--- config.mk ---
export PLATFORM = sky130hd
export DESIGN_NAME = half_precision_format_converter
export DESIGN_NICKNAME = d
export VERILOG_FILES = /design/src/sv/hpfc_pkg.sv /design/src/sv/hpfc_stage.sv /design/src/sv/half_precision_format_converter.sv
export VERILOG_INCLUDE_DIRS = /design/src /design/src/sv
export SDC_FILE = /design/constraint.sdc
export NUM_CORES = 1
export LEC_CHECK = 0
export ABC_AREA = 1
export BUFFER_PORTS_ARGS = -buffer_cell sky130_fd_sc_hd__buf_2
export CAP_MARGIN = 0
export CORE_MARGIN = 2
export CORE_UTILIZATION = 45
export CTS_BUF_LIST = sky130_fd_sc_hd__clkbuf_8
export DETAILED_ROUTE_END_ITERATION = 7
export GPL_ROUTABILITY_DRIVEN = 0
export HOLD_SLACK_MARGIN = 0.06
export SLEW_MARGIN = 30
export SYNTH_ARGS = -nofsm -noshare
export SYNTH_HDL_FRONTEND = slang
export SYNTH_SLANG_ARGS = --single-unit
--- constraint.sdc ---
create_clock -name clk -period 5.65 [get_ports clk]
set_input_delay 0.2825 -clock clk [delete_from_list [all_inputs] [get_ports clk]]
set_output_delay 0.2825 -clock clk [all_outputs]
set_load 0.005 [all_outputs]
--- src/sv/assert_macros.svh ---
// assertion helpers shared by the rtl
`ifndef ASSERT_MACROS_SVH
`define ASSERT_MACROS_SVH

// implication checked on every clock while out of reset
`define ASSERT_IMPLY(label, clk, rst_n, cond, prop) \
    label: assert property (@(posedge clk) disable iff (!rst_n) (cond) |-> (prop)) \
        else $error("assertion failed");

// next-cycle implication
`define ASSERT_NEXT(label, clk, rst_n, cond, prop) \
    label: assert property (@(posedge clk) disable iff (!rst_n) (cond) |=> (prop)) \
        else $error("assertion failed");

`endif

--- src/sv/hpfc_pkg.sv ---
package hpfc_pkg;

    localparam logic [1:0] FUNC_S2H  = 2'd0;
    localparam logic [1:0] FUNC_H2S  = 2'd1;
    localparam logic [1:0] FUNC_S2BF = 2'd2;
    localparam logic [1:0] FUNC_BF2S = 2'd3;

    localparam logic [31:0] SGL_INF      = 32'h7f80_0000;
    localparam logic [31:0] HALF_OVF_AT  = 32'h4780_0000;
    localparam logic [31:0] HALF_MIN_NRM = 32'h3880_0000;
    localparam logic [15:0] HALF_NAN     = 16'h7e00;
    localparam logic [15:0] HALF_INF     = 16'h7c00;
    localparam logic [15:0] BF_NAN       = 16'h7fc0;

    // stage 1 -> stage 2 classification
    typedef struct packed {
        logic [1:0]  func;
        logic [31:0] op;
        logic        sgn;
        logic        is_nan;
        logic        big;
        logic        tiny;
        logic [4:0]  sh;        // subnormal shift minus 14, 0..31
        logic        zero_out;  // shift of 26 or more
        logic [3:0]  lead;      // half subnormal leading one position
    } hpfc_cls_t;

endpackage

--- src/sv/hpfc_stage.sv ---
// one pipeline stage with valid/ready and stall hold
module hpfc_stage #(
    parameter int Width = 32
) (
    input  logic             clk,
    input  logic             rst_n,
    input  logic             in_valid,
    output logic             in_ready,
    input  logic [Width-1:0] in_data,
    output logic             out_valid,
    input  logic             out_ready,
    output logic [Width-1:0] out_data
);
    logic             valid_reg;
    logic [Width-1:0] data_reg;

    assign in_ready  = !valid_reg || out_ready;
    assign out_valid = valid_reg;
    assign out_data  = data_reg;

    // valid register
    always_ff @(posedge clk or negedge rst_n)
    begin
        if (!rst_n)
        begin
            valid_reg <= 1'b0;
        end
        else if (in_ready)
        begin
            valid_reg <= in_valid;
        end
    end

    // payload register
    always_ff @(posedge clk)
    begin
        if (in_ready && in_valid)
        begin
            data_reg <= in_data;
        end
    end
endmodule

--- src/sv/half_precision_format_converter.sv ---
// Converts one value per request between single precision and half or bfloat16,
// selected by func (0 single->half, 1 half->single, 2 single->bfloat16,
// 3 bfloat16->single). Three register stages (classify, shift/round, pack)
// take one request per cycle while the output is not stalled; a request
// passes the classify, shift/round and pack registers in that order, and a
// stall holds every full stage without loss while empty stages still fill.
module half_precision_format_converter (
    input  logic        clk,
    input  logic        rst_n,
    input  logic        in_valid,
    output logic        in_ready,
    input  logic [1:0]  func,
    input  logic [31:0] operand_bits,
    output logic        out_valid,
    input  logic        out_ready,
    output logic [31:0] result_bits
);
    import hpfc_pkg::*;
    `include "assert_macros.svh"

    localparam int ClsW = $bits(hpfc_cls_t);

    typedef struct packed {
        logic [1:0]  func;
        logic [31:0] op;
        logic        sgn;
        logic        is_nan;
        logic        big;
        logic        tiny;
        logic        zero_out;
        logic [15:0] sub_q;   // rounded subnormal half
        logic [3:0]  lead;
    } s2_t;
    localparam int S2W = $bits(s2_t);

    // stage 1: classify
    hpfc_cls_t c1;
    logic [30:0] mag;
    logic [7:0]  e1;
    logic [7:0]  shf;
    always_comb
    begin
        mag = operand_bits[30:0];
        e1 = (operand_bits[30:23] == 8'd0) ? 8'd1 : operand_bits[30:23];
        shf = 8'd112 - e1;    // 126 - e - 14
        c1.func = func;
        c1.op = operand_bits;
        c1.sgn = operand_bits[31];
        c1.is_nan = {1'b0, mag} > SGL_INF;
        c1.big = {1'b0, mag} >= HALF_OVF_AT;
        c1.tiny = {1'b0, mag} < HALF_MIN_NRM;
        c1.zero_out = (shf >= 8'd12) || (operand_bits[30:23] < 8'd100);
        c1.sh = shf[4:0];
        c1.lead = 4'd0;
        for (int i = 0; i < 10; i++)
        begin
            if (operand_bits[i])
            begin
                c1.lead = 4'(i);
            end
        end
    end

    logic            v1, r1, v2, r2;
    logic [ClsW-1:0] d1;
    logic [S2W-1:0]  d2;
    hpfc_cls_t       c2;

    hpfc_stage #(.Width(ClsW)) u_s1 (
        .clk(clk), .rst_n(rst_n), .in_valid(in_valid), .in_ready(in_ready),
        .in_data(c1), .out_valid(v1), .out_ready(r1), .out_data(d1));

    // stage 2: subnormal shift and round
    s2_t  n2;
    logic [23:0] m2;
    logic [4:0]  shr;
    logic [48:0] ext;
    logic [23:0] q;
    logic [24:0] rem;
    logic [24:0] hlf;
    always_comb
    begin
        c2 = hpfc_cls_t'(d1);
        m2 = {(c2.op[30:23] != 8'd0), c2.op[22:0]};
        shr = 5'd14 + c2.sh;
        // for shifts up to 25 every shifted-out bit lands in the remainder, half at its msb
        ext = {m2, 25'd0} >> shr;
        q = ext[48:25];
        rem = ext[24:0];
        hlf = 25'h100_0000;
        n2.func = c2.func;
        n2.op = c2.op;
        n2.sgn = c2.sgn;
        n2.is_nan = c2.is_nan;
        n2.big = c2.big;
        n2.tiny = c2.tiny;
        n2.zero_out = c2.zero_out;
        n2.lead = c2.lead;
        n2.sub_q = q[15:0];
        if ((rem > hlf) || ((rem == hlf) && q[0]))
        begin
            n2.sub_q = q[15:0] + 16'd1;
        end
    end

    hpfc_stage #(.Width(S2W)) u_s2 (
        .clk(clk), .rst_n(rst_n), .in_valid(v1), .in_ready(r1),
        .in_data(n2), .out_valid(v2), .out_ready(r2), .out_data(d2));

    // stage 3: pack result
    s2_t         s3;
    logic [31:0] res;
    logic [31:0] a3;
    logic [31:0] t3;
    logic [31:0] u3;
    logic [15:0] h;
    always_comb
    begin
        s3 = s2_t'(d2);
        a3 = {1'b0, s3.op[30:0]};
        t3 = a3 - 32'h3800_0000 + 32'h0000_0fff + {31'd0, a3[13]};
        u3 = s3.op + {31'd0, s3.op[16]} + 32'h0000_7fff;
        h = s3.op[15:0];
        res = 32'd0;
        unique case (s3.func)
            FUNC_S2H:
            begin
                if (s3.big)
                    res[15:0] = s3.is_nan ? HALF_NAN : HALF_INF;
                else if (s3.tiny)
                    res[15:0] = s3.zero_out ? 16'd0 : s3.sub_q;
                else
                    res[15:0] = t3[28:13];
                res[15] = res[15] | s3.sgn;
            end
            FUNC_H2S:
            begin
                if (h[14:10] == 5'h1f)
                    res = SGL_INF | {9'd0, h[9:0], 13'd0};
                else if (h[14:10] != 5'd0)
                    res = {1'b0, 8'(h[14:10]) + 8'd112, h[9:0], 13'd0};
                else if (h[9:0] != 10'd0)
                    res = {1'b0, 8'(s3.lead) + 8'd103,
                           23'({h[9:0], 13'd0} << (5'd10 - 5'(s3.lead)))};
                res[31] = h[15];
            end
            FUNC_S2BF:
            begin
                res[15:0] = s3.is_nan ? BF_NAN : u3[31:16];
            end
            FUNC_BF2S:
            begin
                res = {h, 16'd0};
            end
            default:
            begin
                res = 32'd0;
            end
        endcase
    end

    logic [31:0] out_reg;
    logic        ov_reg;
    assign r2 = !ov_reg || out_ready;
    assign out_valid = ov_reg;
    assign result_bits = out_reg;

    // output register
    always_ff @(posedge clk or negedge rst_n)
    begin
        if (!rst_n)
            ov_reg <= 1'b0;
        else if (r2)
            ov_reg <= v2;
    end
    always_ff @(posedge clk)
    begin
        if (r2 && v2)
            out_reg <= res;
    end

    `ASSERT_NEXT(a_hold, clk, rst_n, out_valid && !out_ready, out_valid && $stable(result_bits))
    `ASSERT_IMPLY(a_half_up, clk, rst_n, out_valid && !in_ready, !out_ready)
    `ASSERT_IMPLY(a_s1_fwd, clk, rst_n, v1 && !r1, v2 && !r2)
endmodule
== Word-level counts from Yosys, hierarchy flattened ==
Index checks and enable logic that the tools add are counted.
Widths: inputs -> output; s select.

* Magnitude comparators: 6
* Eq/ne operators: 5
* Add/sub/neg operators: 11
* Bitwise logic cells: 1
* Reduce and logical (&&, ||, !) cells: 18
* Mux-type cells: 21
* Shifts and indexed selects: 2

{| class="wikitable"
|+ Operators by type and width
! operator !! count
|-
| $mux 16 || 6
|-
| $mux 31 || 3
|-
| $pmux 16 s4 || 1
|-
| $shr 49x5->41 || 1
|-
| $add 32x1->32 || 1
|-
| $add 32x15->32 const B || 1
|-
| $pmux 16 s2 || 1
|-
| $ge 31x31->1 const B || 1
|-
| $gt 31x31->1 const B || 1
|-
| $lt 31x30->1 const B || 1
|-
| $add 29x1->29 || 1
|-
| $add 29x12->29 const B || 1
|-
| $sub 29x29->29 const B || 1
|-
| $eq 25x25->1 const B || 1
|-
| $gt 25x25->1 const B || 1
|-
| $shl 23x5->23 || 1
|-
| $add 16x1->16 const B || 1
|-
| $mux 4 || 4
|-
| $mux 10 || 1
|-
| $reduce_bool 10->1 || 1
|-
| $add 4x7->8 const B || 1
|-
| $add 5x7->8 const B || 1
|-
| $ge 8x4->1 const B || 1
|-
| $logic_not 8->1 || 1
|-
| 18 further kinds || 30
|}

* Register bits: 142

== Logic depth before layout (Yosys ltp) ==
* Depth in word-level cells: 8
* Depth in mapped cells: 20
* Gate-level depth less buffers: 17

== Modules after synthesis ==
Synthesis repeated with hierarchy kept, for this count alone.

* Cells, all modules: 1,155
* Area, all modules: 9,003.6 um2

{| class="wikitable"
|+ Modules (own cells, without submodules)
! module !! area each (um2) !! cells an instance !! times used
|-
| half_precision_format_converter || 5,700.5 || 1,036 || 1
|-
| hpfc_stage (u_s2) || 1,816.7 || 65 || 1
|-
| hpfc_stage (u_s1) || 1,486.4 || 54 || 1
|}

== Least setup slack after synthesis ==
OpenSTA, ideal clock, no wires.

* Path type: register to register
* Start point: reg u_s1.data_reg[6], in the netlist u_s1.out_data[6]
* End point: reg u_s2.data_reg[12], in the netlist u_s2.out_data[12] (data pin)
* Arrival: 2,694 ps
* Library setup time: 253 ps
* Clock period less this slack: 2,947 ps
* Path buffers: 4
* Stages on the path, launching flop included: 19
* Setup slack: 2,703 ps
* Data required time: 5,397 ps
* Cell sequence: edfxtp_1 > buf_6 > inv_4 > buf_4 > ha_1 > buf_2 > inv_2 > buf_2 > nand3_1 > nand3_1 > nand2_1 > o21ai_2 > ha_1 > inv_1 > nor2_1 > nand2_1 > xor2_1 > nand3_1 > nand2_1

{| class="wikitable"
|+ RTL lines
! what !! RTL line !! RTL
|-
| start: declaration || hpfc_stage.sv:15 || <nowiki>logic [Width-1:0] data_reg;</nowiki>
|-
| start signal: assignment || hpfc_stage.sv:39 || <nowiki>data_reg <= in_data;</nowiki>
|-
| end signal: assignment || hpfc_stage.sv:39 ||
|-
| end: declaration || hpfc_stage.sv:15 ||
|}

==> results_tabular.tex <==
\begin{tabular}{lr}
\hline
Metric & Value \\
\hline
\multicolumn{2}{l}{\textbf{Pwr}} \\
Total power per unit cell area & 340.9 nW/um\^{}2 \\
Total power after layout & 3.339 mW \\
Peak ir drop on the vdd network & around 0.17 mV \\
Leakage component of the power & 4.297 nW \\
\multicolumn{2}{l}{\textbf{Yosys}} \\
Synth unique cells & between 50 and 60 \\
Top cells by area, synth & sky130\_fd\_sc\_hd\_\_edfxtp\_1 (48\%), sky130\_fd\_sc\_hd\_\_nand2\_1 (15\%), sky130\_fd\_sc\_hd\_\_nand3\_1 (9.4\%), sky130\_fd\_sc\_hd\_\_inv\_1 (4.6\%), sky130\_fd\_sc\_hd\_\_nor2\_1 (3.5\%) \\
Top cells by count, synth & sky130\_fd\_sc\_hd\_\_nand2\_1 (343), sky130\_fd\_sc\_hd\_\_nand3\_1 (160), sky130\_fd\_sc\_hd\_\_edfxtp\_1 (137) \\
Fraction of the yosys area taken by sequential cells & 48.96\% \\
Area share of the leading cell type in the synthesized netlist & around half \\
Ys Warns & 0 \\
Largest area contributor in the netlist & sky130\_fd\_sc\_hd\_\_edfxtp\_1 \\
Synthesized area divided by synthesized cell count & 7.937 sq um \\
Asr flop ratio synth & 2.143\% \\
Most frequent cell after synthesis & sky130\_fd\_sc\_hd\_\_nand2\_1 \\
Cell Area, Synth & 8556 sq um \\
Synthesized instance count & 1078 \\
Post-synth net total & between 1000 and 1500 \\
Most used DFF post-synth & sky130\_fd\_sc\_hd\_\_edfxtp\_1 \\
EDFF count, synth & between 100 and 150 \\
Register bit count reported by yosys & 140 \\
\multicolumn{2}{l}{\textbf{Run}} \\
Max-Cap Viols & 0 \\
\multicolumn{2}{l}{\textbf{Critical path}} \\
CP delay by family, top & simple AND/OR/NAND/NOR gates \\
Crit. Startpoint & u\_s1.out\_data[6]\$\_DFFE\_PP\_ \\
Arrival time reported for the critical path endpoint & 4.49 ns \\
Crit path launch type & flip-flop \\
WP data required & 5.85 ns \\
List of cells traversed by the critical path & inv\_4 > ha\_1 > or2\_1 > nand2\_1 > inv\_1 > nor2\_4 > nand3\_1 > nand2\_2 > ha\_1 > inv\_1 > nor2\_1 > nand2\_1 > xor2\_1 > nand3\_1 > nand2\_1 \\
Slowest stage cell, crit path & sky130\_fd\_sc\_hd\_\_edfxtp\_1 \\
Origin of the critical flop-to-flop path & u\_s1.out\_data[6]\$\_DFFE\_PP\_ \\
Cell repeated most along the worst path & sky130\_fd\_sc\_hd\_\_nand2\_1 \\
Bufs and invs on worst path & 3 \\
Maximum net fanout on the critical path & 27 \\
Delay of the slowest cell on the worst path & about 0.73 ns \\
Critical path endpoint category & flip-flop \\
Critical path type & reg2reg \\
\multicolumn{2}{l}{\textbf{Min path}} \\
Worst Hold Launch & operand\_bits[28] \\
Path class of the lowest-slack min-delay path & in2reg \\
\multicolumn{2}{l}{\textbf{Timing}} \\
Maximum operating frequency & 233.3 MHz \\
Final-report hold violation count & 0 \\
Transition time at the pin with the least slew margin & roughly 0.9 ns \\
RSZ-0062 raised after global routing & false \\
Total Negative Setup Slacks & 0 ns \\
Slew HR & about 40\% \\
Final period util & 75.85\% \\
Worst hold-check slack & 0.1002 ns \\
Count of final max-slew check failures & 0 \\
Final count of negative-setup-slack endpoints & 0 \\
Time the final worst path needs with I/O delays and setup & 4.286 ns \\
Largest clock skew in the final design & between 0.02 and 0.025 ns \\
\multicolumn{2}{l}{\textbf{Drt}} \\
Detailed Route WL & 23460 um \\
DR vias & between 7000 and 8000 \\
Wire length per cell after detailed routing & between 15 and 20 um \\
Detailed router's first-iteration violation count & 641 \\
DRC violations left & 0 \\
Routed vias/inst & 5.508 \\
Antenna violation net count after detailed routing & 0 \\
Number of optimization iterations in the first detailed-route pass & 6 \\
\multicolumn{2}{l}{\textbf{Placement}} \\
Placed Instance Area & 9064 sq um \\
Total half-perimeter wirelength after legalization and detailed placement & 17390 um \\
Port buffer count & 71 \\
\multicolumn{2}{l}{\textbf{Floorplan}} \\
Floorplan die height & 141.9 um \\
Horizontal die dimension & 141.9 um \\
Area of the die & 20130 sq um \\
Effective utilization at floorplan & between 40\% and 50\% \\
Std-Cell Core Area & 18710 sq um \\
Number of rows in the core area & 50 \\
Number of I/O pins & 72 \\
\multicolumn{2}{l}{\textbf{Final layout}} \\
Number of nets in the final layout & 1217 \\
Final Cell Area & 9796 sq um \\
Area used by multi-input combinational logic & between 3000 and 4000 sq um \\
Area delta synth->final & 14.49\% \\
Antenna diode count & 0 \\
FF/Latch Area & 4189 sq um \\
Fraction of final layout cells sized beyond drive strength 1 & 12.14\% \\
Filler cell count & between 1500 and 2000 \\
\multicolumn{2}{l}{\textbf{Clock tree}} \\
Number of gates resized after cts & 0 \\
H-Tree Depth & 4 \\
TritonCTS Buffers & 17 \\
Clock latency on the worst-skew pair & $\sim$0.45 ns \\
Total setup buffers inserted after CTS & 0 \\
Clock tree from TritonCTS & done \\
Maximum clock path buffer count & 2 \\
Root Buffer & sky130\_fd\_sc\_hd\_\_clkbuf\_8 \\
Number of clock sinks & 140 \\
Reg clk slew, reported paths & $\sim$0.09 ns \\
\multicolumn{2}{l}{\textbf{Global routing}} \\
Remaining global-route overflow & 0 \\
Number of global-route vias before repair & 7015 \\
Largest net degree at the start of global routing & 59 \\
Wire length of the first global-routing pass & around 37000 um \\
Total global routing track utilization & 23.66\% \\
Initial antenna violation count & 0 \\
\multicolumn{2}{l}{\textbf{Status}} \\
Run status & finished clean \\
\hline
\end{tabular}
## metal layers
metal,vias up,GRT usage (%),part of all wire [%]
li1,3870,-,-
met1,3594,32.77,45
met2,320,38.61,47
met3,37,3.105,5.8
met4,0,8.053,2.4
met5,-,0,0
## layout by cell type, fill, tap and decap left out, types with 2 or more instances in the layout
master                          netlist  layout
sky130_fd_sc_hd__nand2_1            343     343
sky130_fd_sc_hd__nand3_1            160     160
sky130_fd_sc_hd__edfxtp_1           137     137
sky130_fd_sc_hd__inv_1              104     102
sky130_fd_sc_hd__nor2_1              79      79
sky130_fd_sc_hd__buf_2               10      71
sky130_fd_sc_hd__o21ai_0             58      58
sky130_fd_sc_hd__a21oi_1             36      35
sky130_fd_sc_hd__dlygate4sd3_1        0      30
sky130_fd_sc_hd__clkbuf_8             0      17
sky130_fd_sc_hd__nand4_1             15      15
sky130_fd_sc_hd__nor3_1              12      12
sky130_fd_sc_hd__xor2_1               8       8
sky130_fd_sc_hd__nand2_2              8       8
sky130_fd_sc_hd__o22ai_1              7       7
sky130_fd_sc_hd__nor2_2               6       6
sky130_fd_sc_hd__o211ai_1             6       6
sky130_fd_sc_hd__nand3_2              6       6
sky130_fd_sc_hd__ha_1                 6       6
sky130_fd_sc_hd__inv_2                3       5
sky130_fd_sc_hd__nor4_1               5       5
sky130_fd_sc_hd__xnor2_1              5       5
sky130_fd_sc_hd__a31oi_1              4       4
sky130_fd_sc_hd__a32o_1               4       4
sky130_fd_sc_hd__inv_8                0       4
sky130_fd_sc_hd__o21ai_1              3       3
sky130_fd_sc_hd__o31ai_1              3       3
sky130_fd_sc_hd__clkinv_4             0       3
sky130_fd_sc_hd__dfrtp_1              3       3
sky130_fd_sc_hd__buf_4                3       3
sky130_fd_sc_hd__inv_4                2       2
sky130_fd_sc_hd__clkinv_1             1       2
sky130_fd_sc_hd__or2_1                2       2
sky130_fd_sc_hd__o21ai_2              2       2
sky130_fd_sc_hd__or2_2                2       2
sky130_fd_sc_hd__clkinvlp_4           0       2
sky130_fd_sc_hd__inv_6                0       2
## state kept, by name (all words and copies together) (netlist names)
register        cells
u_s2.out_data      58
u_s2.out_valid      1
result_bits        32
out_valid           1
u_s1.out_valid      1
u_s1.out_data      47
## layout make-up
cell class | instances | area share, %
Sequential cell | 140 | 42.76
Timing Repair Buffer | 106 | 7.319
Tap cell | 234 | 2.989
Inverter | 110 | 4.266
Multi-Input combinational cell | 798 | 38.65
Clock inverter | 15 | 1.622
Clock buffer | 17 | 2.389
## final timing paths
check                           depth (start not counted)  slack, ns                     endpoint
worst max register to register                         15       1.36  u_s2.out_data[12]$_DFFE_PP_
max in group asynchronous                               2       5.39   u_s1.out_valid$_DFFE_PN0N_
worst max-delay path                                   15       1.36  u_s2.out_data[12]$_DFFE_PP_
min in group asynchronous                               2       0.15        out_valid$_DFFE_PN0P_
worst min register to register                          0       0.42   u_s2.out_data[1]$_DFFE_PP_
worst min-delay path                                    1       0.10  u_s1.out_data[42]$_DFFE_PP_
## worst register-to-register path: cells and delay by family (launching register included)
| family | cells | cell delay, ns |
|---|---|---|
| and+or+nand+nor | 9 | 1.80 |
| adders and majority gates | 2 | 0.55 |
| buffers and inverters | 3 | 0.82 |
| DFF | 1 | 0.73 |
| xor gates and xnor gates | 1 | 0.15 |
## report_power, final
part | internal (mW) | switching (mW)
Clock | 0.365 | 0.453
Combinational | 0.325 | 0.681
Sequential | 1.39 | 0.126
Total | 2.08 | 1.26
## kinds of logic (layout without fill, tap and decap cells)
family,Yosys count,count (layout),share of synthesized area (%)
mux,1,1,0.1170
fa+ha+maj,6,6,0.8774
compound gates,134,134,9.067
buf+inv,140,248,6.917
simple gates,644,644,32.73
flops,140,140,48.96
xor+xnor,13,13,1.331
## per-stage QoR
| step | setup slack [ns] | util (%) | cells |
|---|---|---|---|
| floorplan | 2.703 | - | 1078 |
| global placement | 1.171 | 48.45 | 1356 |
| detailed placement | 1.079 | 48.45 | 1356 |
| CTS | 1.080 | 52.11 | 1417 |
| global route | 1.145 | 52.37 | 1420 |
| finish | 1.364 | 52.37 | 1420 |
## what timing repair did
item / CTS / global route
hold buffers: 29 / 1
setup endpoints to repair: 0 / 0
endpoints found under the hold margin: 31 / 1
(Power assumes the default switching activity.)
